**src/hw/rtl/srsp_pkg.sv**
```systemverilog
// Shared types, constants and codes of the schema record stream parser.
`timescale 1ns / 1ps
package srsp_pkg;

    localparam int MAX_FIELDS    = 64;
    localparam int FIELD_BITS    = $clog2(MAX_FIELDS);
    localparam int POSITION_BITS = 23;
    localparam int QUEUE_DEPTH   = 8;

    typedef enum logic [3:0] {
        KIND_VALUE    = 4'd0,
        KIND_LCOUNT   = 4'd1,
        KIND_LID      = 4'd2,
        KIND_LRECORD  = 4'd3,
        KIND_LTIME    = 4'd4,
        KIND_RCOUNT   = 4'd5,
        KIND_SCHEMA   = 4'd6,
        KIND_ERROR    = 4'd7,
        KIND_END      = 4'd8
    } item_kind_t;

    typedef enum logic [3:0] {
        ERR_NONE       = 4'd0,
        ERR_SHORT_CNT  = 4'd1,
        ERR_TOO_MANY   = 4'd2,
        ERR_NAME_LEN   = 4'd3,
        ERR_NAME_CHAR  = 4'd4,
        ERR_BAD_TYPE   = 4'd5,
        ERR_SHORT_HDR  = 4'd6,
        ERR_TRUNC      = 4'd7,
        ERR_IP_VER     = 4'd8,
        ERR_NEG_LEN    = 4'd9,
        ERR_INCOMPLETE = 4'd10
    } err_code_t;

    typedef struct packed {
        logic                     last;
        logic [POSITION_BITS-1:0] pos;
        err_code_t                err;
        logic [63:0]              value;
        logic [3:0]               fkind;
        logic [5:0]               fnum;
        item_kind_t               kind;
    } item_t;

    // Up to two result items a cycle from the parser into the queue
    typedef struct packed {
        logic [1:0]      count;
        item_t [1:0]     items;
    } push_t;

    function automatic item_t mk_item(item_kind_t k, logic [5:0] fn, logic [3:0] fk,
                                      logic [63:0] v, err_code_t e,
                                      logic [POSITION_BITS-1:0] p, logic l);
        item_t it;
        it.kind  = k;
        it.fnum  = fn;
        it.fkind = fk;
        it.value = v;
        it.err   = e;
        it.pos   = p;
        it.last  = l;
        return it;
    endfunction

endpackage

```
**src/hw/rtl/srsp_ram.sv**
```systemverilog
// Generic single-port-write, registered-read RAM.
`timescale 1ns / 1ps
module srsp_ram #(
    parameter int WIDTH = 4,
    parameter int DEPTH = 64
) (
    input  logic                     aclk,
    input  logic                     we,
    input  logic [$clog2(DEPTH)-1:0] waddr,
    input  logic [WIDTH-1:0]         wdata,
    input  logic [$clog2(DEPTH)-1:0] raddr,
    output logic [WIDTH-1:0]         rdata
);
    logic [WIDTH-1:0] mem [DEPTH];

    always_ff @(posedge aclk) begin
        if (we) begin
            mem[waddr] <= wdata;
        end
        rdata <= mem[raddr];
    end
endmodule

```
**src/hw/rtl/srsp_queue.sv**
```systemverilog
// Result queue: takes up to two items a cycle, hands out one.
`timescale 1ns / 1ps
module srsp_queue
    import srsp_pkg::*;
(
    input  logic  aclk,
    input  logic  aresetn,
    input  push_t push,
    output logic  space_ok,
    output logic  out_valid,
    input  logic  out_ready,
    output item_t out_item
);
    localparam int PW = $clog2(QUEUE_DEPTH);

    item_t           mem_reg [QUEUE_DEPTH];
    logic [PW-1:0]   wptr_reg, rptr_reg;
    logic [PW:0]     cnt_reg, cnt_next;
    logic            pop;

    assign out_valid = (cnt_reg != '0);
    assign out_item  = mem_reg[rptr_reg];
    assign pop       = out_valid && out_ready;
    assign space_ok  = (cnt_reg <= (PW+1)'(QUEUE_DEPTH - 2));
    assign cnt_next  = cnt_reg + (PW+1)'(push.count) - (PW+1)'(pop);

    always_ff @(posedge aclk) begin
        if (push.count != 2'd0) begin
            mem_reg[wptr_reg] <= push.items[0];
        end
        if (push.count == 2'd2) begin
            mem_reg[wptr_reg + PW'(1)] <= push.items[1];
        end
    end

    always_ff @(posedge aclk) begin
        if (!aresetn) begin
            wptr_reg <= '0;
            rptr_reg <= '0;
            cnt_reg  <= '0;
        end else begin
            wptr_reg <= wptr_reg + PW'(push.count);
            if (pop) begin
                rptr_reg <= rptr_reg + PW'(1);
            end
            cnt_reg <= cnt_next;
        end
    end
endmodule

```
**src/hw/rtl/srsp_core.sv**
```systemverilog
// Byte parser: schema, link header and records, type table in RAM.
`timescale 1ns / 1ps
module srsp_core
    import srsp_pkg::*;
(
    input  logic        aclk,
    input  logic        aresetn,
    input  logic        cfg_we,
    input  logic [7:0]  cfg_data,
    input  logic        in_valid,
    output logic        in_ready,
    input  logic [7:0]  in_byte,
    input  logic        in_last,
    input  logic        space_ok,
    output push_t       push
);
    typedef enum logic [3:0] {
        PH_COUNT, PH_NAMELEN, PH_NAME, PH_TYPE, PH_HDR, PH_REC,
        PH_VAL, PH_LEN7, PH_LEN11, PH_SKIP, PH_DONE
    } phase_t;

    phase_t                   ph_reg, ph_next;
    logic [6:0]               fr_reg, fr_next;
    logic [6:0]               fs_reg, fs_next;
    logic [31:0]              ebl_reg, ebl_next;
    logic [63:0]              acc_reg, acc_next;
    logic [FIELD_BITS-1:0]    cf_reg, cf_next;
    logic [31:0]              rr_reg, rr_next;
    logic [POSITION_BITS-1:0] pos_reg, pos_next;
    logic                     err_reg, err_next;
    err_code_t                code_reg, code_next;
    logic                     endp_reg, endp_next;
    logic [7:0]               mnl_reg;

    logic                     we;
    logic [FIELD_BITS-1:0]    waddr;
    logic [3:0]               ram_q;
    logic [3:0]               ct;
    logic                     accept;

    assign in_ready = !endp_reg && space_ok;
    assign accept   = in_valid && in_ready;
    // entry of the current field; address follows cf_next so data is ready
    assign ct       = ({1'b0, cf_reg} < fs_reg) ? ram_q : 4'd0;

    srsp_ram #(.WIDTH(4), .DEPTH(MAX_FIELDS)) u_types (
        .aclk  (aclk),
        .we    (we),
        .waddr (waddr),
        .wdata (in_byte[3:0]),
        .raddr (cf_next),
        .rdata (ram_q)
    );

    always_comb begin
        logic        fd;
        logic [63:0] fd_val;
        logic [63:0] an;
        logic [4:0]  k;
        logic [31:0] v;
        err_code_t   ec;
        ph_next = ph_reg;   fr_next = fr_reg;   fs_next = fs_reg;
        ebl_next = ebl_reg; acc_next = acc_reg; cf_next = cf_reg;
        rr_next = rr_reg;   pos_next = pos_reg; err_next = err_reg;
        code_next = code_reg; endp_next = endp_reg;
        push = '0; we = 1'b0; waddr = fs_reg[FIELD_BITS-1:0];
        fd = 1'b0; fd_val = '0;
        an = {acc_reg[55:0], in_byte};
        k = 5'd19 - ebl_reg[4:0];
        v = '0; ec = ERR_NONE;

        if (endp_reg) begin
            if (space_ok) begin
                ec = code_reg;
                if (!err_reg) begin
                    case (ph_reg)
                        PH_COUNT:   ec = ERR_SHORT_CNT;
                        PH_NAMELEN: ec = (ebl_reg == 32'd4 && fr_reg != '0) ?
                                         ERR_INCOMPLETE : ERR_TRUNC;
                        PH_NAME, PH_TYPE: ec = ERR_TRUNC;
                        PH_HDR:     ec = ERR_SHORT_HDR;
                        PH_REC:     ec = (cf_reg != '0) ? ERR_TRUNC : ERR_NONE;
                        PH_DONE:    ec = ERR_NONE;
                        default:    ec = ERR_TRUNC;
                    endcase
                end
                if (!err_reg && ec != ERR_NONE) begin
                    push.items[0] = mk_item(KIND_ERROR,
                        (ph_reg <= PH_TYPE) ? fs_reg[5:0] : 6'(cf_reg),
                        (ph_reg >= PH_REC) ? ct : 4'd0, '0, ec, pos_reg, 1'b0);
                    push.items[1] = mk_item(KIND_END, '0, '0, 64'(rr_reg), ec,
                                            pos_reg, 1'b1);
                    push.count = 2'd2;
                end else begin
                    push.items[0] = mk_item(KIND_END, '0, '0, 64'(rr_reg), ec,
                                            pos_reg, 1'b1);
                    push.count = 2'd1;
                end
                ph_next = PH_COUNT; fr_next = '0; fs_next = '0; ebl_next = 32'd2;
                acc_next = '0; cf_next = '0; rr_next = '0; pos_next = '0;
                err_next = 1'b0; code_next = ERR_NONE; endp_next = 1'b0;
            end
        end else if (accept) begin
            if (!err_reg) begin
                case (ph_reg)
                    PH_COUNT: begin
                        acc_next = an;
                        ebl_next = ebl_reg - 32'd1;
                        if (ebl_reg == 32'd1) begin
                            if (an[15:0] > 16'(MAX_FIELDS)) begin
                                ec = ERR_TOO_MANY;
                                push.items[0] = mk_item(KIND_ERROR, '0, '0,
                                    64'(an[15:0]), ec, pos_reg, 1'b0);
                            end else begin
                                fr_next = an[6:0];
                                fs_next = '0;
                                acc_next = '0;
                                if (an[15:0] == '0) begin
                                    ph_next = PH_HDR; ebl_next = 32'd19;
                                end else begin
                                    ph_next = PH_NAMELEN; ebl_next = 32'd4;
                                end
                            end
                        end
                    end
                    PH_NAMELEN: begin
                        acc_next = an;
                        ebl_next = ebl_reg - 32'd1;
                        if (ebl_reg == 32'd1) begin
                            v = an[31:0];
                            if (v == '0 || v > 32'(mnl_reg)) begin
                                ec = ERR_NAME_LEN;
                                push.items[0] = mk_item(KIND_ERROR, fs_reg[5:0], '0,
                                    64'(v), ec, pos_reg, 1'b0);
                            end else begin
                                ebl_next = v;
                                acc_next = 64'(v);
                                ph_next = PH_NAME;
                            end
                        end
                    end
                    PH_NAME: begin
                        if (!(in_byte == 8'h00 || (in_byte >= 8'h20 && in_byte <= 8'h7E)))
                        begin
                            ec = ERR_NAME_CHAR;
                            push.items[0] = mk_item(KIND_ERROR, fs_reg[5:0], '0,
                                64'(in_byte), ec, pos_reg, 1'b0);
                        end else begin
                            ebl_next = ebl_reg - 32'd1;
                            if (ebl_reg == 32'd1) ph_next = PH_TYPE;
                        end
                    end
                    PH_TYPE: begin
                        if (in_byte < 8'd1 || in_byte > 8'd12 ||
                            fs_reg >= 7'(MAX_FIELDS)) begin
                            ec = ERR_BAD_TYPE;
                            push.items[0] = mk_item(KIND_ERROR, fs_reg[5:0], '0,
                                64'(in_byte), ec, pos_reg, 1'b0);
                        end else begin
                            we = 1'b1;
                            push.items[0] = mk_item(KIND_SCHEMA, fs_reg[5:0],
                                in_byte[3:0], acc_reg, ERR_NONE, pos_reg, 1'b0);
                            push.count = 2'd1;
                            fs_next = fs_reg + 7'd1;
                            fr_next = fr_reg - 7'd1;
                            acc_next = '0;
                            if (fr_reg == 7'd1) begin
                                ph_next = PH_HDR; ebl_next = 32'd19;
                            end else begin
                                ph_next = PH_NAMELEN; ebl_next = 32'd4;
                            end
                        end
                    end
                    PH_HDR: begin
                        ebl_next = ebl_reg - 32'd1;
                        acc_next = an;
                        if (k == 5'd0 || k == 5'd2 || k == 5'd6 || k == 5'd14 ||
                            k == 5'd18) begin
                            acc_next = '0;
                            push.count = 2'd1;
                            case (k)
                                5'd0:  push.items[0] = mk_item(KIND_LCOUNT, '0, '0, an,
                                           ERR_NONE, pos_reg, 1'b0);
                                5'd2:  push.items[0] = mk_item(KIND_LID, '0, '0, an,
                                           ERR_NONE, pos_reg, 1'b0);
                                5'd6:  push.items[0] = mk_item(KIND_LRECORD, '0, '0, an,
                                           ERR_NONE, pos_reg, 1'b0);
                                5'd14: push.items[0] = mk_item(KIND_LTIME, '0, '0, an,
                                           ERR_NONE, pos_reg, 1'b0);
                                default: begin
                                    push.items[0] = mk_item(KIND_RCOUNT, '0, '0, an,
                                        ERR_NONE, pos_reg, 1'b0);
                                    rr_next = an[31:0];
                                    cf_next = '0;
                                    ph_next = (an[31:0] == '0) ? PH_DONE : PH_REC;
                                end
                            endcase
                        end
                    end
                    PH_REC: begin
                        if (fs_reg == '0) begin
                            rr_next = '0;
                            ph_next = PH_DONE;
                        end else begin
                            if (cf_reg == '0) rr_next = rr_reg - 32'd1;
                            acc_next = 64'(in_byte);
                            case (ct)
                                4'd1, 4'd12: begin fd = 1'b1; fd_val = 64'(in_byte); end
                                4'd2: begin ebl_next = 32'd1; ph_next = PH_VAL; end
                                4'd3, 4'd8: begin ebl_next = 32'd3; ph_next = PH_VAL; end
                                4'd4, 4'd5, 4'd6, 4'd9: begin
                                    ebl_next = 32'd7; ph_next = PH_VAL;
                                end
                                4'd7:  begin ebl_next = 32'd3; ph_next = PH_LEN7; end
                                4'd11: begin ebl_next = 32'd3; ph_next = PH_LEN11; end
                                4'd10: begin
                                    if (in_byte == 8'd4 || in_byte == 8'd6) begin
                                        ebl_next = (in_byte == 8'd4) ? 32'd4 : 32'd16;
                                        ph_next = PH_SKIP;
                                    end else begin
                                        ec = ERR_IP_VER;
                                        push.items[0] = mk_item(KIND_ERROR, 6'(cf_reg),
                                            ct, 64'(in_byte), ec, pos_reg, 1'b0);
                                    end
                                end
                                default: begin
                                    ec = ERR_BAD_TYPE;
                                    push.items[0] = mk_item(KIND_ERROR, 6'(cf_reg), ct,
                                        64'(ct), ec, pos_reg, 1'b0);
                                end
                            endcase
                        end
                    end
                    PH_VAL: begin
                        acc_next = an;
                        ebl_next = ebl_reg - 32'd1;
                        if (ebl_reg == 32'd1) begin fd = 1'b1; fd_val = an; end
                    end
                    PH_LEN7, PH_LEN11: begin
                        if (ph_reg == PH_LEN7) begin
                            acc_next = an;
                        end else begin
                            acc_next = acc_reg;
                            case (ebl_reg[1:0])
                                2'd3:    acc_next[15:8]  = in_byte;
                                2'd2:    acc_next[23:16] = in_byte;
                                default: acc_next[31:24] = in_byte;
                            endcase
                        end
                        ebl_next = ebl_reg - 32'd1;
                        if (ebl_reg == 32'd1) begin
                            v = acc_next[31:0];
                            if (ph_reg == PH_LEN11 && v[31]) begin
                                ec = ERR_NEG_LEN;
                                push.items[0] = mk_item(KIND_ERROR, 6'(cf_reg), ct,
                                    64'(v), ec, pos_reg, 1'b0);
                            end else if (v == '0) begin
                                fd = 1'b1;
                            end else begin
                                ebl_next = v;
                                acc_next = 64'(v);
                                ph_next = PH_SKIP;
                            end
                        end
                    end
                    PH_SKIP: begin
                        ebl_next = ebl_reg - 32'd1;
                        if (ebl_reg == 32'd1) begin fd = 1'b1; fd_val = acc_reg; end
                    end
                    default: ;
                endcase
                if (ec != ERR_NONE) begin
                    push.count = 2'd1;
                    err_next = 1'b1;
                    code_next = ec;
                end
                if (fd) begin
                    push.items[0] = mk_item(KIND_VALUE, 6'(cf_reg), ct, fd_val,
                                            ERR_NONE, pos_reg, 1'b0);
                    push.count = 2'd1;
                    if ({1'b0, cf_reg} + 7'd1 >= fs_reg) begin
                        cf_next = '0;
                        ph_next = (rr_next == '0) ? PH_DONE : PH_REC;
                    end else begin
                        cf_next = cf_reg + FIELD_BITS'(1);
                        ph_next = PH_REC;
                    end
                end
            end
            if (in_last) endp_next = 1'b1;
            else pos_next = pos_reg + POSITION_BITS'(1);
        end
    end

    always_ff @(posedge aclk) begin
        if (!aresetn) begin
            ph_reg <= PH_COUNT; fr_reg <= '0; fs_reg <= '0; ebl_reg <= 32'd2;
            acc_reg <= '0; cf_reg <= '0; rr_reg <= '0; pos_reg <= '0;
            err_reg <= 1'b0; code_reg <= ERR_NONE; endp_reg <= 1'b0;
            mnl_reg <= 8'd254;
        end else begin
            ph_reg <= ph_next; fr_reg <= fr_next; fs_reg <= fs_next;
            ebl_reg <= ebl_next; acc_reg <= acc_next; cf_reg <= cf_next;
            rr_reg <= rr_next; pos_reg <= pos_next; err_reg <= err_next;
            code_reg <= code_next; endp_reg <= endp_next;
            if (cfg_we) mnl_reg <= cfg_data;
        end
    end
endmodule

```
**src/hw/rtl/schema_record_stream_parser.sv**
```systemverilog
// Top level of the schema record stream parser.
`timescale 1ns / 1ps
// Parses a payload one byte per request: a big-endian schema (field count, names, types),
// a 19-byte link header, then records decoded against the stored type table. Each byte
// is taken while the queue has room and makes at most one result; after the last byte of
// a payload a separate end step, in which no byte is taken, sends the end check and the
// end summary (m_tlast). Results pass through an 8-entry queue, so bytes keep flowing
// while results wait; s_tready drops when fewer than two queue entries are free. The type
// table sits in a 64-entry RAM whose registered read is addressed with the next field.
// cfg_data (max name length) may be written only while the block is idle.
module schema_record_stream_parser
    import srsp_pkg::*;
(
    input  logic         aclk,
    input  logic         aresetn,
    input  logic         cfg_valid,
    output logic         cfg_ready,
    input  logic [7:0]   cfg_data,     // max_name_length
    input  logic         s_tvalid,
    output logic         s_tready,
    input  logic [7:0]   s_tdata,      // data_byte
    input  logic         s_tlast,      // last_byte
    output logic         m_tvalid,
    input  logic         m_tready,
    output logic [103:0] m_tdata,      // field_number, field_kind, item_value,
                                       // error_code, byte_position, zero pad
    output logic [3:0]   m_tuser,      // item_kind
    output logic         m_tlast       // last_item
);
    push_t push;
    logic  space_ok;
    item_t it;

    assign cfg_ready = 1'b1;

    srsp_core u_core (
        .aclk     (aclk),
        .aresetn  (aresetn),
        .cfg_we   (cfg_valid),
        .cfg_data (cfg_data),
        .in_valid (s_tvalid),
        .in_ready (s_tready),
        .in_byte  (s_tdata),
        .in_last  (s_tlast),
        .space_ok (space_ok),
        .push     (push)
    );

    srsp_queue u_queue (
        .aclk      (aclk),
        .aresetn   (aresetn),
        .push      (push),
        .space_ok  (space_ok),
        .out_valid (m_tvalid),
        .out_ready (m_tready),
        .out_item  (it)
    );

    assign m_tdata = {3'b000, it.pos, it.err, it.value, it.fkind, it.fnum};
    assign m_tuser = it.kind;
    assign m_tlast = it.last;
endmodule

```
**config.mk**
```make
export PLATFORM = sky130hd
export DESIGN_NAME = schema_record_stream_parser
export DESIGN_NICKNAME = d
export VERILOG_FILES = /design/src/hw/rtl/srsp_pkg.sv /design/src/hw/rtl/srsp_ram.sv /design/src/hw/rtl/srsp_queue.sv /design/src/hw/rtl/srsp_core.sv /design/src/hw/rtl/schema_record_stream_parser.sv
export SDC_FILE = /design/constraint.sdc
export NUM_CORES = 2
export LEC_CHECK = 0
export BUFFER_PORTS_ARGS = -buffer_cell sky130_fd_sc_hd__buf_2
export CORE_MARGIN = 2
export CORE_UTILIZATION = 51
export CTS_CLUSTER_DIAMETER = 80
export DETAILED_ROUTE_END_ITERATION = 8
export PLACE_DENSITY = 0.68
export SLEW_MARGIN = 20
export SYNTH_ARGS = -nofsm -noshare
export SYNTH_HDL_FRONTEND = slang
export SYNTH_SLANG_ARGS = --single-unit
```
**constraint.sdc**
```tcl
create_clock -name aclk -period 10.9 [get_ports aclk]
set_input_delay 2.18 -clock aclk [delete_from_list [all_inputs] [get_ports aclk]]
set_output_delay 2.18 -clock aclk [all_outputs]
set_load 0.01 [all_outputs]
```
==> results by group <==
Clock tree
  – # Post-CTS Setup Buffers: 0
  – Deepest clock path buffer count: 3
  – CTS root buf: clkbuf_16
  – CTS tree: done
  – Clock sink count: 1302
  – CTS clk-pin slew, worst paths: 0.06 ns
  – Htree depth: 4
  – Post-cts sizing count: 0
  – Skew-Pair Late Insertion Delay: 0.82 ns
  – Inserted Clock Buffers: 141
  – CTS hold repair buffers: 0

Routing
  – Drt wl/cell: 26.2 um
  – Drt via density: 6.61
  – Post-DRT Antenna Nets: 0
  – DRC: 0
  – Pre-antenna DRT Iters: 6
  – Starting DRT DRC Count: 7171
  – Post-Route WL: 202000 um
  – DR vias: 50900

Yosys
  – Main combinational cell family by area after synthesis: compound AO/OA/AOI/OAI gates
  – Main synth FF type: edfxtp_1
  – Synth Area in XOR/XNOR: 0.829%
  – Synth top area share: 34.9%
  – Post-synthesis mux area share: 10.4%
  – Async SR Flop Fraction: 0%
  – Post-synthesis sequential area ratio: 52.8%
  – Top cells by count, synth: nand2_1, edfxtp_1, dfxtp_1, nor2_1, a21oi_1
  – FF+latch count, synth: 1302
  – Synth area leaders: edfxtp_1, dfxtp_1, mux4_2
  – Syn. warnings: 0
  – Post-Synth Adder-Cell Area: 0.952%
  – Cell count after synthesis: 6143
  – Most common cell in the netlist: nand2_1
  – Cell Area, Synth: 0.0634 mm^2
  – Compound-Gate Fraction of Synth Area: 16.3%
  – Synth Area per Inst: 10.3 um^2
  – Cell type with the largest total area after synthesis: edfxtp_1
  – Post-Synth Simple-Gate Area: 14.8%
  – EDFF count, synth: 736
  – Yosys cell types: 99

Min path
  – Worst hold path class: flop to flop
  – Hold Crit Depth: 2
  – HP Start: u_queue.mem_reg[3][76]$_SDFFE_PP0N_
  – Worst Hold End: u_queue.mem_reg[3][76]$_SDFFE_PP0N_

STA
  – Fmax: 135 MHz
  – Final hold violations: 0
  – Final number of setup-violating endpoints: 0
  – RSZ-0062 raised after global routing: no
  – Final setup margin: 3.48 ns
  – Period utilization: 68.1%
  – Clock skew after layout: 0.0635 ns
  – Max Slew Vio Count: 0
  – Setup TNS: 0 ns
  – Rel. slew slack: 18.8%
  – Final critical-path required period: 7.42 ns
  – Worst-margin pin slew: 1.22 ns

Die
  – Die H: 356 um
  – # IOs: 134
  – Initial Util: 51.3%
  – Die width: 356 um
  – Core area: 0.123 mm^2
  – Num rows: 129
  – Die Area: 0.127 mm^2

Finish
  – Area of the multi-input gates: 0.0277 mm^2
  – Reg area: 0.0334 mm^2
  – Syn-to-layout area delta: 9.73%
  – Post-layout instance area: 0.0695 mm^2
  – Number of fill cells: 10500
  – Non-filler cells, final: 7703
  – Share of cells above drive strength 1: 14.4%
  – Largest register FFs: 840
  – Nets: 6018

Worst setup path
  – CP most frequent cell: buf_4
  – CP max-delay cell: buf_4
  – Required time worst endpoint: 11.30 ns
  – Crit-path cells: buf_2 > buf_4 > nor4_1 > a22oi_1 > o21ai_1 > o21ai_1 > or4b_1 > nand2_1 > nor3_1 > a31o_2 > a21oi_2 > and2_2 > buf_4 > nor2_1 > clkinv_2 > buf_4
  – RR Startpoint: u_core.ebl_reg[0]$_SDFFE_PN0P_
  – End of the worst register-to-register path: u_queue.mem_reg[0][99]$_DFFE_PP_
  – Critical path class: input pin to flop
  – Data arrival, critical path: 7.82 ns
  – Crit path launch type: input pin
  – Worst Path Max Fanout: 61
  – CP Capture Type: flop
  – R2r worst-path depth: 16
  – R2R Setup Slk: 3.91 ns
  – Worst stage delay on the critical path: 0.73 ns

Place
  – Gpl congestion: 1.01
  – Cell Area, Placed: 0.0649 mm^2
  – Placed Instances: 7441
  – Pre-CTS WS: 2.79 ns
  – Post-DP HPWL: 120000 um
  – Input/output buffers: 129

Flow run
  – Max-cap violations: 0

Status
  – Status: completed

Power and ir drop
  – Worst IR drop on VDD: 0.154 mV
  – P_leak: 22.5 nW
  – Power per Cell Area: 182 mW/mm^2

Global routing
  – Pin count of the biggest net entering global routing: 149
  – First-pass GRT wire length: 302000 um
  – Number of global-route vias before repair: 48500
  – Gr ovfl total: 0
  – Initial antenna violation count: 11
  – GRT Total Usage: 31.1%
==> stage by stage <==
stage / hold WS, ns / utilization (%) / power (mW)
6_report: 0.448 / 56.3 / 12.7
3_5_place_dp: 0.442 / 52.6 / 8.00
5_1_grt: 0.462 / 56.3 / 13.1
4_1_cts: 0.450 / 56.3 / 12.7
3_3_place_gp: 0.434 / 52.6 / 7.98
2_1_floorplan: 0.429 / - / 7.21
==> report_power, final <==
group,switching (mW),internal [mW],leakage (nW)
logic,1.43,0.974,8.90
registers,0.200,5.33,11.4
clock network,2.05,2.68,2.25
total,3.69,8.98,22.5
==> cell type report <==
class	count	share of cell area, %
timing repair buffer	239	2.16
clock buffer	187	5.58
inverter	57	0.313
multi-input combinational	4208	39.9
antenna	1	0.00360
tap	1637	2.95
clock inverter	72	0.995
sequential	1302	48.1
==> cells by family after synthesis <==
group,Yosys count
AOI/OAI and AO/OA,1620
xor gates and xnor gates,60
adders and majority gates,47
buffers and inverters,635
DFF,1302
muxes,380
other,2
and+or+nand+nor,2097
==> how the worst max path moves through the flow <==
stage	start	endpoint	slack, ns	depth (start not counted)
CTS	s_tdata[2]	u_queue.mem_reg[0][86]$_DFFE_PP_	3.58	17
global placement	s_tdata[2]	u_queue.mem_reg[0][36]$_DFFE_PP_	2.91	16
floorplan	s_tdata[3]	u_queue.mem_reg[7][100]$_DFFE_PP_	3.89	13
finish	s_tdata[2]	u_queue.mem_reg[0][99]$_DFFE_PP_	3.48	16
detailed placement	s_tdata[2]	u_queue.mem_reg[0][99]$_DFFE_PP_	2.79	16
global route	s_tdata[2]	u_queue.mem_reg[0][86]$_DFFE_PP_	3.14	17
==> worst max-delay path, delay by kind of cell <==
family | cells | cell delay, ns
AO/OA/AOI/OAI | 5 | 1.39
AND/OR/NAND/NOR | 6 | 2.04
buffers and inverters | 5 | 2.13
==> cells in the final DEF, fill, tap and decap left out, drive strengths merged, types with 59 or more instances in the layout <==
cell type	n
a211oi	118
a21oi	530
a22oi	165
and2	203
buf	238
clkbuf	188
dfxtp	566
edfxtp	736
inv	66
mux2	111
mux2i	59
mux4	210
nand2	928
nand3	98
nor2	568
nor3	70
o21ai	173
o22ai	312
==> metal layers <==
layer  wire (um)  GRT usage (%)  part of all wire (%)  up-vias
met5          92              0                 0.046        -
met4        7850           12.6                   3.9       14
li1            -              -                     -    22400
met1       78000           41.8                    39    24900
met3       23500           7.74                    12      518
met2       92200           48.1                    46     3121
(Power assumes the default switching activity.)
